--- src/hccr_pkg.sv ---
// Shared types and constants for the HID control channel responder.
`default_nettype none
package hccr_pkg;

  localparam int unsigned MAX_MESSAGE_BYTES = 128;
  localparam int unsigned POS_W             = 8;
  localparam int unsigned QUEUE_DEPTH       = 4;
  localparam int unsigned QUEUE_PTR_W       = $clog2(QUEUE_DEPTH);
  localparam int unsigned QUEUE_CNT_W       = QUEUE_PTR_W + 1;

  typedef enum logic [1:0] {
    OP_BYTE    = 2'd0,
    OP_CTRL_UP = 2'd1,
    OP_INTR_UP = 2'd2,
    OP_DISC    = 2'd3
  } op_t;

  localparam logic [3:0] MSG_HANDSHAKE    = 4'h0;
  localparam logic [3:0] MSG_CONTROL      = 4'h1;
  localparam logic [3:0] MSG_GET_REPORT   = 4'h4;
  localparam logic [3:0] MSG_SET_REPORT   = 4'h5;
  localparam logic [3:0] MSG_GET_PROTOCOL = 4'h6;
  localparam logic [3:0] MSG_SET_PROTOCOL = 4'h7;

  localparam logic [3:0] PARAM_UNPLUG       = 4'h5;
  localparam logic [1:0] REPORT_TYPE_OUTPUT = 2'd2;
  localparam logic [7:0] LED_REPORT_ID      = 8'h01;

  localparam logic [7:0] REPLY_SUCCESS     = 8'h00;
  localparam logic [7:0] REPLY_UNSUPPORTED = 8'h03;
  localparam logic [7:0] REPLY_PROTOCOL    = 8'hA3;

  typedef struct packed {
    logic [1:0] op;
    logic [7:0] byte_value;
    logic       last_byte;
  } in_item_t;

  typedef struct packed {
    logic       reply_valid;
    logic [7:0] reply_byte;
    logic       reply_last;
    logic       link_connected;
    logic       report_protocol;
    logic [7:0] keyboard_leds;
    logic       link_dropped;
  } out_item_t;

  // One queued job: the answer to one item, one or two result items.
  typedef struct packed {
    logic       two_results;
    logic       reply_valid;
    logic [7:0] reply_byte;
    logic       link_dropped;
    logic       link_connected;
    logic       report_protocol;
    logic [7:0] keyboard_leds;
  } job_t;

endpackage
`default_nettype wire

--- src/hccr_front.sv ---
// Front end: takes items, tracks link and message state, builds answer jobs.
`default_nettype none
module hccr_front import hccr_pkg::*; (
  input  wire logic     clk,
  input  wire logic     rst_n,
  input  wire logic     accept,
  input  wire in_item_t item,
  output logic          job_push,
  output job_t          job
);

  logic             ctrl_up_r, ctrl_up_nxt;
  logic             intr_up_r, intr_up_nxt;
  logic             conn_r, conn_nxt;
  logic             proto_r, proto_nxt;
  logic [7:0]       led_r, led_nxt;
  logic [POS_W-1:0] pos_r, pos_nxt;
  logic [7:0]       header_r, header_nxt;
  logic [7:0]       report_r, report_nxt;

  logic [7:0] hdr;
  logic       out_set_report;
  logic       dropped;

  assign out_set_report = (header_r[7:4] == MSG_SET_REPORT) &&
                          (header_r[1:0] == REPORT_TYPE_OUTPUT);

  always_comb begin
    ctrl_up_nxt = ctrl_up_r;
    intr_up_nxt = intr_up_r;
    conn_nxt    = conn_r;
    proto_nxt   = proto_r;
    led_nxt     = led_r;
    pos_nxt     = pos_r;
    header_nxt  = header_r;
    report_nxt  = report_r;
    job_push    = 1'b0;
    dropped     = 1'b0;
    job         = '0;
    hdr         = (pos_r == '0) ? item.byte_value : header_r;

    unique case (op_t'(item.op))
      OP_CTRL_UP: begin
        ctrl_up_nxt = 1'b1;
        pos_nxt     = '0;
        job_push    = 1'b1;
      end
      OP_INTR_UP: begin
        intr_up_nxt = 1'b1;
        if (ctrl_up_r) begin
          conn_nxt  = 1'b1;
          proto_nxt = 1'b1;
        end
        job_push = 1'b1;
      end
      OP_DISC: begin
        dropped  = 1'b1;
        job_push = 1'b1;
      end
      default: begin
        if (pos_r < POS_W'(MAX_MESSAGE_BYTES)) begin
          if (pos_r == POS_W'(0)) begin
            header_nxt = item.byte_value;
          end else if (pos_r == POS_W'(1)) begin
            report_nxt = item.byte_value;
            if (out_set_report && !header_r[3]) begin
              led_nxt = item.byte_value;
            end
          end else if (pos_r == POS_W'(2)) begin
            if (out_set_report && header_r[3] && report_r == LED_REPORT_ID) begin
              led_nxt = item.byte_value;
            end
          end
          pos_nxt = pos_r + POS_W'(1);
        end
        if (item.last_byte) begin
          pos_nxt          = '0;
          job_push         = 1'b1;
          job.reply_valid  = 1'b1;
          job.reply_byte   = REPLY_SUCCESS;
          case (hdr[7:4])
            MSG_HANDSHAKE: job.reply_valid = 1'b0;
            MSG_CONTROL: begin
              if (hdr[3:0] == PARAM_UNPLUG) begin
                dropped = 1'b1;
              end
            end
            MSG_GET_REPORT:   job.reply_byte  = REPLY_UNSUPPORTED;
            MSG_GET_PROTOCOL: begin
              job.reply_byte  = REPLY_PROTOCOL;
              job.two_results = 1'b1;
            end
            MSG_SET_PROTOCOL: proto_nxt = hdr[0];
            default: ;
          endcase
        end
      end
    endcase

    if (dropped) begin
      ctrl_up_nxt = 1'b0;
      intr_up_nxt = 1'b0;
      conn_nxt    = 1'b0;
      proto_nxt   = 1'b1;
      led_nxt     = '0;
      pos_nxt     = '0;
    end

    job.link_dropped    = dropped;
    job.link_connected  = conn_nxt;
    job.report_protocol = proto_nxt;
    job.keyboard_leds   = led_nxt;
    job_push            = job_push & accept;
  end

  always_ff @(posedge clk) begin
    if (!rst_n) begin
      ctrl_up_r <= 1'b0;
      intr_up_r <= 1'b0;
      conn_r    <= 1'b0;
      proto_r   <= 1'b1;
      led_r     <= '0;
      pos_r     <= '0;
      report_r  <= '0;
    end else if (accept) begin
      ctrl_up_r <= ctrl_up_nxt;
      intr_up_r <= intr_up_nxt;
      conn_r    <= conn_nxt;
      proto_r   <= proto_nxt;
      led_r     <= led_nxt;
      pos_r     <= pos_nxt;
      report_r  <= report_nxt;
    end
  end

  always_ff @(posedge clk) begin
    if (accept) begin
      header_r <= header_nxt;
    end
  end

endmodule
`default_nettype wire

--- src/hccr_queue.sv ---
// Short job queue between front and back ends.
`default_nettype none
module hccr_queue import hccr_pkg::*; (
  input  wire logic clk,
  input  wire logic rst_n,
  input  wire logic wr_en,
  input  wire job_t wr_job,
  output logic      full,
  input  wire logic rd_en,
  output job_t      rd_job,
  output logic      empty
);

  job_t                   mem_r [QUEUE_DEPTH];
  logic [QUEUE_PTR_W-1:0] wr_ptr_r, wr_ptr_nxt;
  logic [QUEUE_PTR_W-1:0] rd_ptr_r, rd_ptr_nxt;
  logic [QUEUE_CNT_W-1:0] cnt_r, cnt_nxt;
  logic                   do_wr, do_rd;

  assign full   = (cnt_r == QUEUE_CNT_W'(QUEUE_DEPTH));
  assign empty  = (cnt_r == '0);
  assign rd_job = mem_r[rd_ptr_r];
  assign do_wr  = wr_en && !full;
  assign do_rd  = rd_en && !empty;

  always_comb begin
    wr_ptr_nxt = do_wr ? wr_ptr_r + QUEUE_PTR_W'(1) : wr_ptr_r;
    rd_ptr_nxt = do_rd ? rd_ptr_r + QUEUE_PTR_W'(1) : rd_ptr_r;
    cnt_nxt    = cnt_r + QUEUE_CNT_W'(do_wr) - QUEUE_CNT_W'(do_rd);
  end

  always_ff @(posedge clk) begin
    if (!rst_n) begin
      wr_ptr_r <= '0;
      rd_ptr_r <= '0;
      cnt_r    <= '0;
    end else begin
      wr_ptr_r <= wr_ptr_nxt;
      rd_ptr_r <= rd_ptr_nxt;
      cnt_r    <= cnt_nxt;
    end
  end

  always_ff @(posedge clk) begin
    if (do_wr) begin
      mem_r[wr_ptr_r] <= wr_job;
    end
  end

endmodule
`default_nettype wire

--- src/hccr_back.sv ---
// Back end: expands queued jobs into result items behind an output register.
`default_nettype none
module hccr_back import hccr_pkg::*; (
  input  wire logic clk,
  input  wire logic rst_n,
  input  wire job_t job,
  input  wire logic job_empty,
  output logic      job_pop,
  output logic      empty,
  input  wire logic pop,
  output out_item_t out_data
);

  logic      out_valid_r, out_valid_nxt;
  out_item_t out_r, out_nxt;
  logic      phase_r, phase_nxt;
  logic      load;

  assign load     = !out_valid_r || pop;
  assign empty    = !out_valid_r;
  assign out_data = out_r;

  always_comb begin
    out_valid_nxt = out_valid_r;
    out_nxt       = out_r;
    phase_nxt     = phase_r;
    job_pop       = 1'b0;
    if (load) begin
      out_valid_nxt = !job_empty;
      if (!job_empty) begin
        out_nxt.link_connected  = job.link_connected;
        out_nxt.report_protocol = job.report_protocol;
        out_nxt.keyboard_leds   = job.keyboard_leds;
        if (phase_r) begin
          out_nxt.reply_valid  = 1'b1;
          out_nxt.reply_byte   = {7'd0, job.report_protocol};
          out_nxt.reply_last   = 1'b1;
          out_nxt.link_dropped = 1'b0;
          phase_nxt            = 1'b0;
          job_pop              = 1'b1;
        end else begin
          out_nxt.reply_valid  = job.reply_valid;
          out_nxt.reply_byte   = job.reply_valid ? job.reply_byte : 8'd0;
          out_nxt.reply_last   = !job.two_results;
          out_nxt.link_dropped = job.link_dropped;
          phase_nxt            = job.two_results;
          job_pop              = !job.two_results;
        end
      end
    end
  end

  always_ff @(posedge clk) begin
    if (!rst_n) begin
      out_valid_r <= 1'b0;
      phase_r     <= 1'b0;
    end else begin
      out_valid_r <= out_valid_nxt;
      phase_r     <= phase_nxt;
    end
  end

  always_ff @(posedge clk) begin
    out_r <= out_nxt;
  end

endmodule
`default_nettype wire

--- src/hid_control_channel_responder.sv ---
// Top level of the HID control channel responder.
//
// Input channel: push/full. An item (op, byte_value, last_byte) is taken on a
// clock edge with push high and full low. Control bytes build a message; the
// byte marked last triggers the answer. Link events answer at once.
// Result channel: empty/pop. The oldest result sits on out_data while empty
// is low and leaves on an edge with pop high.
// A result passes the job queue and the output register: the front end
// updates state and queues a job at the edge that takes the item, and the
// back end loads the output register from the queue once that register is free.
// Throughput: one item per cycle while full is low; a get protocol answer
// holds the back end for two result items. A non-last control byte yields none.
// A four-entry job queue sits between front and back; full rises when that
// queue fills, either from a stalled receiver or from a run of get protocol
// answers, each of which yields two result items from one job.
// Reset (rst_n low, synchronous): link flags cleared, protocol mode report,
// LED byte zero, message position zero, queue and output register empty.
`default_nettype none
module hid_control_channel_responder import hccr_pkg::*; (
  input  wire logic     clk,
  input  wire logic     rst_n,
  input  wire logic     push,
  output logic          full,
  input  wire in_item_t in_data,
  output logic          empty,
  input  wire logic     pop,
  output out_item_t     out_data
);

  logic accept;
  logic job_push;
  logic job_pop;
  logic job_empty;
  job_t job_in;
  job_t job_out;

  assign accept = push && !full;

  hccr_front u_front (
    .clk      (clk),
    .rst_n    (rst_n),
    .accept   (accept),
    .item     (in_data),
    .job_push (job_push),
    .job      (job_in)
  );

  hccr_queue u_queue (
    .clk    (clk),
    .rst_n  (rst_n),
    .wr_en  (job_push),
    .wr_job (job_in),
    .full   (full),
    .rd_en  (job_pop),
    .rd_job (job_out),
    .empty  (job_empty)
  );

  hccr_back u_back (
    .clk       (clk),
    .rst_n     (rst_n),
    .job       (job_out),
    .job_empty (job_empty),
    .job_pop   (job_pop),
    .empty     (empty),
    .pop       (pop),
    .out_data  (out_data)
  );

endmodule
`default_nettype wire

--- config.mk ---
export PLATFORM = sky130hd
export DESIGN_NAME = hid_control_channel_responder
export DESIGN_NICKNAME = d
export VERILOG_FILES = /design/src/hccr_pkg.sv /design/src/hccr_front.sv /design/src/hccr_queue.sv /design/src/hccr_back.sv /design/src/hid_control_channel_responder.sv
export SDC_FILE = /design/constraint.sdc
export NUM_CORES = 1
export LEC_CHECK = 0
export ABC_AREA = 1
export BUFFER_PORTS_ARGS = -buffer_cell sky130_fd_sc_hd__buf_2
export CORE_ASPECT_RATIO = 0.75
export CORE_MARGIN = 4
export CORE_UTILIZATION = 53
export DETAILED_ROUTE_END_ITERATION = 12
export PLACE_DENSITY = 0.76
export SYNTH_ARGS = -nofsm -noshare
export SYNTH_HDL_FRONTEND = slang
export SYNTH_SLANG_ARGS = --single-unit
--- constraint.sdc ---
create_clock -name clk -period 2.5 [get_ports clk]
set_clock_uncertainty 0.05 [all_clocks]
set_input_delay 0.125 -clock clk [delete_from_list [all_inputs] [get_ports clk]]
set_output_delay 0.125 -clock clk [all_outputs]
set_load 0.02 [all_outputs]
==> flow_metrics.env, run 1 <==
export IMPL_initial_core_util_pct=54.27
export IMPL_path_clk_slew_ns=0.05
export IMPL_die_y_um=93.95
export IMPL_wl_per_cell_um=15.36
export IMPL_initialDrtViolationCount=290
export IMPL_worst_ep_required_time_ns=2.54
export IMPL_wl_met3_um=742
export IMPL_p_comb_share_pct=26.2
export IMPL_hpwl_um=7263
export IMPL_fp_coreArea_um2=9619
export IMPL_cp_cell_sequence="inv_1, nand2_1, nor2_1, nor2_2, inv_1, a21oi_1, buf_4, inv_1, nor2_1, buf_4"
export IMPL_chipWidth_um=122.6
export IMPL_synthCells=521
export IMPL_power_switching_mw=2.233
export IMPL_antenna_cells=0
export IMPL_drv_cap=0
export IMPL_synth_seq_cells=118
export IMPL_grt_total_usage_pct=20.58
export IMPL_tritoncts="built"
export IMPL_worst_pin_slew_ns=0.6008
export IMPL_finalCritPeriodShare_pct=92.65
export IMPL_antenna_found_initial=0
export IMPL_avgViaCountPerCell=5.267
export IMPL_die_area_um2=11520
export IMPL_final_setup_tns_ns=0
export IMPL_vias=3803
export IMPL_cts_path_max_buffers=2
export IMPL_cts_inserted_buffers=17
export IMPL_drt_pass1_iterations=6
export IMPL_setup_slack_ns=0.1838
export IMPL_syn_area_um2=5220
export IMPL_clk_latency_ns=0.41
export IMPL_crit_path_max_incr_delay_ns=0.40
export IMPL_irDropWorstVdd_uv=625.1
export IMPL_rsz0062_at_grt="no"
export IMPL_cellPowerDensity_nw_per_um2=1110
export IMPL_syn_area_per_cell_um2=10.02
export IMPL_final_antenna_net_count=0
export IMPL_hold_path_class="primary input to register"
export IMPL_gp_congestion=0.9352
export IMPL_cp_data_arrival_time_ns=2.35
export IMPL_routed_wl_um=11090
export IMPL_fin_crit_ns=2.316
export IMPL_power_internal_mw=4.694
export IMPL_drt_met1_wl_um=4752
export IMPL_drive_gt1_share_pct=18.64
export IMPL_hold_ws_ns=0.05389
export IMPL_grt_max_degree=37
export IMPL_cts_sinks=118
export IMPL_rows=31
export IMPL_ys_types=40
export IMPL_nets=603
export IMPL_leakage_nw=2.597
export IMPL_syn_to_final_growth_pct=19.51
export IMPL_p_sw_share_pct=32.24
export IMPL_drcViolationCount=0
export IMPL_outcome="finished clean"
export IMPL_fmaxAchievable_ghz=0.4317
export IMPL_synth_ff_type="edfxtp_1"
export IMPL_htree_levels=4
export IMPL_grt_pass1_vias=3742
export IMPL_endpoint_kind="register"
export IMPL_dp_slack_ns=0.2231
export IMPL_start_kind="register"
export IMPL_crit_slowest_cell="a21oi_1"
export IMPL_relSlewSlack_pct=59.95
export IMPL_top_layer="met4"
export IMPL_finalHoldViolCount=0
export IMPL_yosysWarnings=0
export IMPL_async_flop_share_pct=0
export IMPL_p_seq_share_pct=39.2
export IMPL_fin_util_pct=64.85
export IMPL_clkPwrFrac_pct=34.5
export IMPL_setup_viol=0
export IMPL_cp_max_fo=14
export IMPL_wl_met2_um=5414
export IMPL_numPortBuffers=33
export IMPL_root_buffer="clkbuf_16"
export IMPL_io_pins=38
export IMPL_grt_overflow=0
export IMPL_crit_type="register to register"
export IMPL_synth_edff_count=80
export IMPL_report_final_slew_viol_count=0
export IMPL_synth_seq_area_share_pct=60.59
export IMPL_grt_pass1_wl_um=17860
export IMPL_post_cts_buffers=0
export IMPL_crit_top_cell="inv_1"
-- timing repair --
action / CTS / global route
hold buffers: 8 / 0
resized for setup: 0 / 1
endpoints found under the hold margin: 9 / 0
setup endpoints to repair: 0 / 1
-- layout by cell type, fill, tap and decap left out, drive strengths merged, types with 3 or more instances in the layout --
master and instances:
edfxtp 80, inv 77, o21ai 65, nand2 65
nor2 56, buf 48, dfxtp 38, a21oi 36
nand3 21, clkbuf 18, nand4 17, o22ai 12
ha 10, dlygate4sd3 8, nor3 7, clkinv 7
clkinvlp 5, xor2 4, conb 4, bufinv 3
-- stage by stage --
step	cell area, µm²	total power, mW	instances
detailed placement	5570	4.541	682
finish	6238	6.928	722
CTS	6238	6.956	722
global placement	5570	4.469	682
global route	6238	7.307	722
floorplan	5246	4.025	524
-- sequential cells by signal, indices dropped and copies added (netlist names), 2 cells and up, named ones only --
register and count:
u_queue.wr_ptr_r 2, u_queue.cnt_r 3, u_front.led_r 8, u_front.pos_r 8, u_front.report_r 8, u_back.out_data 16
u_queue.mem_r 56, u_front.header_r 8, u_queue.rd_ptr_r 2
-- critical path, delay by kind of cell, from the launching register on --
family / cells / cell delay (ns)
flip-flops: 1 / 0.33
AND/OR/NAND/NOR: 4 / 0.46
AO/OA/AOI/OAI: 1 / 0.40
buffers and inverters: 5 / 0.75
-- routing by layer --
layer  track usage, %  vias to the layer above
met2            33.24                      121
met1            25.64                     1789
li1                 -                     1874
met4            8.015                        0
met5                0                        -
met3            6.863                       19
-- cell families after synthesis --
| family | Yosys count | share of synthesized area [%] |
|---|---|---|
| fa+ha+maj | 11 | 2.780 |
| simple gates | 170 | 16.06 |
| flops | 118 | 60.59 |
| compound gates | 116 | 11.77 |
| other cells | 1 | 0.07184 |
| buf+inv | 100 | 7.886 |
| xor+xnor | 5 | 0.8389 |
-- cell type report --
type,count,area (µm²)
clock buffer,18,429.2
timing repair buffer,56,357.8
inverter,78,292.8
sequential,118,3163
tap,132,165.2
fill,762,3381
clock inverter,14,158.9
multi-input combinational,306,1672
-- power by group through the flow --
| stage | combinational (mW) | sequential [mW] | clock, mW |
|---|---|---|---|
| after floorplan | 1.11 | 2.92 | 0 |
| after global placement | 1.73 | 2.74 | 0 |
| after detailed placement | 1.79 | 2.75 | 0 |
| after CTS | 1.82 | 2.72 | 2.42 |
| after global routing | 2.04 | 2.75 | 2.52 |
| final | 1.82 | 2.72 | 2.39 |
-- final timing paths --
check                 startpoint                   to  slack, ns  depth (start not counted)
max             u_queue.cnt_r[1]  u_queue.mem_r[0][7]       0.18                         10
min                          pop   u_back.out_valid_r       0.05                          4
max reg2reg     u_queue.cnt_r[1]  u_queue.mem_r[0][7]       0.18                         10
min reg2reg  u_queue.rd_ptr_r[1]  u_queue.rd_ptr_r[1]       0.42                          2
-- Yosys cell counts (all sizes together) (2+ instances only) --
master,instances,share of area [%]
edfxtp,80,46
inv,76,5.5
nand2,65,5.4
o21ai,65,6.4
nor2,56,4.6
dfxtp,38,15
a21oi,36,3.5
nand3,21,2.2
nand4,17,2.3
clkbuf,12,0.86
o22ai,12,1.4
buf,10,1.4
ha,10,2.4
nor3,7,0.98
xor2,4,0.67
clkinv,2,0.14
Power figures use the tool's default switching activity.
==> inputs of run 2 (changes only) <==
--- a/config.mk
+++ b/config.mk
@@ -8,7 +8,7 @@
 export ABC_AREA = 1
 export BUFFER_PORTS_ARGS = -buffer_cell sky130_fd_sc_hd__buf_2
 export CORE_ASPECT_RATIO = 0.75
-export CORE_MARGIN = 4
+export CORE_MARGIN = 8
 export CORE_UTILIZATION = 53
 export DETAILED_ROUTE_END_ITERATION = 12
 export PLACE_DENSITY = 0.76
==> flow_metrics.env, run 2 (synthesis gave the netlist of run 1 again) <==
export IMPL_crit_type="register to register"
export IMPL_cts_inserted_buffers=17
export IMPL_crit_path_max_incr_delay_ns=0.39
export IMPL_initial_core_util_pct=54.27
export IMPL_tritoncts="built"
export IMPL_endpoint_kind="register"
export IMPL_rsz0062_at_grt="no"
export IMPL_grt_pass1_vias=3895
export IMPL_relSlewSlack_pct=58.88
export IMPL_die_y_um=101.9
export IMPL_cp_cell_sequence="o21ai_0, o22ai_1, nand2_1, nand2_1, inv_1, ha_1, inv_1, ha_1, fa_1, inv_1, o21ai_0, a21oi_1"
export IMPL_cts_path_max_buffers=2
export IMPL_grt_overflow=0
export IMPL_fin_crit_ns=2.295
export IMPL_antenna_found_initial=0
export IMPL_nets=605
export IMPL_final_antenna_net_count=0
export IMPL_path_clk_slew_ns=0.05
export IMPL_initialDrtViolationCount=293
export IMPL_drt_pass1_iterations=5
export IMPL_final_common_cell="edfxtp_1"
export IMPL_clk_latency_ns=0.41
export IMPL_syn_to_final_growth_pct=18.53
export IMPL_finalHoldViolCount=0
export IMPL_place_area_um2=5593
export IMPL_hold_path_class="primary input to register"
export IMPL_rows=31
export IMPL_start_kind="register"
export IMPL_worst_ep_required_time_ns=2.79
export IMPL_report_final_slew_viol_count=0
export IMPL_htree_levels=4
export IMPL_drcViolationCount=0
export IMPL_die_area_um2=13310
export IMPL_irDropWorstVdd_uv=664.1
export IMPL_numPortBuffers=33
export IMPL_vias=3914
export IMPL_cp_data_arrival_time_ns=2.59
export IMPL_final_design_area_no_fill_um2=6187
export IMPL_avgViaCountPerCell=5.406
export IMPL_grt_max_degree=37
export IMPL_placed_cells_incl_taps=685
export IMPL_io_pins=38
export IMPL_finalCritPeriodShare_pct=91.79
export IMPL_chipWidth_um=130.6
export IMPL_worst_pin_slew_ns=0.6168
export IMPL_cp_max_fo=6
export IMPL_drive_gt1_share_pct=18.24
export IMPL_hpwl_um=7734
export IMPL_outcome="finished clean"
export IMPL_cts_sinks=118
export IMPL_final_cell_mix="edfxtp_1 (80), inv_1 (75), o21ai_0 (59)"
export IMPL_final_setup_tns_ns=0
export IMPL_root_buffer="clkbuf_16"
export IMPL_final_cells=724
export IMPL_grt_pass1_wl_um=18540
export IMPL_fillers=747
export IMPL_crit_slowest_cell="dfxtp_1"
export IMPL_grt_total_usage_pct=18.28
export IMPL_routed_wl_um=11230
export IMPL_leakage_nw=2.588
export IMPL_wl_per_cell_um=15.52
export IMPL_crit_top_cell="inv_1"
export IMPL_largest_register_ffs=56
export IMPL_fmaxAchievable_ghz=0.4358
export IMPL_dp_slack_ns=0.2564
export IMPL_setup_slack_ns=0.2053
export IMPL_antenna_cells=0
export IMPL_cellPowerDensity_nw_per_um2=1081
export IMPL_fp_coreArea_um2=9619
export IMPL_drv_cap=0
export IMPL_setup_viol=0
export IMPL_gp_congestion=0.9070
export IMPL_regMostFlops="u_queue.mem_r"
-- run 2: final timing paths --
kind	start	to	slack, ns	cells past startpoint
worst max register to register	register	u_queue.cnt_r[2]	0.21	12
worst min register to register	u_queue.rd_ptr_r[1]	register	0.43	2
worst min-delay path	in_data[7]	u_front.report_r[6]	0.01	3
worst max-delay path	register	u_queue.cnt_r[2]	0.21	12
-- run 2: critical path, delay by kind of cell (launching register included) --
kind | cells | cell delay [ns]
flip-flops | 1 | 0.39
AND/OR/NAND/NOR | 2 | 0.18
AO/OA/AOI/OAI | 4 | 0.54
buffers and inverters | 3 | 0.20
adder cells (fa/ha/maj) | 3 | 0.88
-- run 2: routing by layer --
layer  wire length [µm]  global-route usage (%)  vias up
met2               5476                   29.87      136
met1               4745                   22.30     1882
li1                   -                       -     1877
met4                189                   7.652        0
met3                821                   5.318       19
met5                  0                       0        -
-- run 2: stage by stage --
stage	total power, mW	hold WS (ns)	utilization [%]
2_1_floorplan	4.025	0.2134	-
3_3_place_gp	4.470	0.3625	58.14
3_5_place_dp	4.565	0.3750	58.14
4_1_cts	6.719	0.01254	64.32
5_1_grt	7.079	0.03144	64.32
6_report	6.686	0.01375	64.32
-- run 2: final cells by class --
cell class                      count  area, µm²  area share (%)
Inverter                           78      292.8           4.732
Tap cell                          132      165.2           2.669
Multi-Input combinational cell    306       1672           27.02
Clock buffer                       20      436.7           7.058
Sequential cell                   118       3163           51.12
Clock inverter                     12      87.58           1.416
Timing Repair Buffer               58      370.4           5.986
-- run 2: what timing repair did --
item	4_1_cts	5_1_grt
hold endpoints to repair	7	0
resized for setup	0	1
hold buffers	7	0
buffers inserted	0	0
setup endpoints to repair	0	2
-- run 2: where the power goes --
part / internal, mW / switching, mW
Combinational: 0.566 / 1.27
Sequential: 2.58 / 0.139
Clock: 1.34 / 0.803
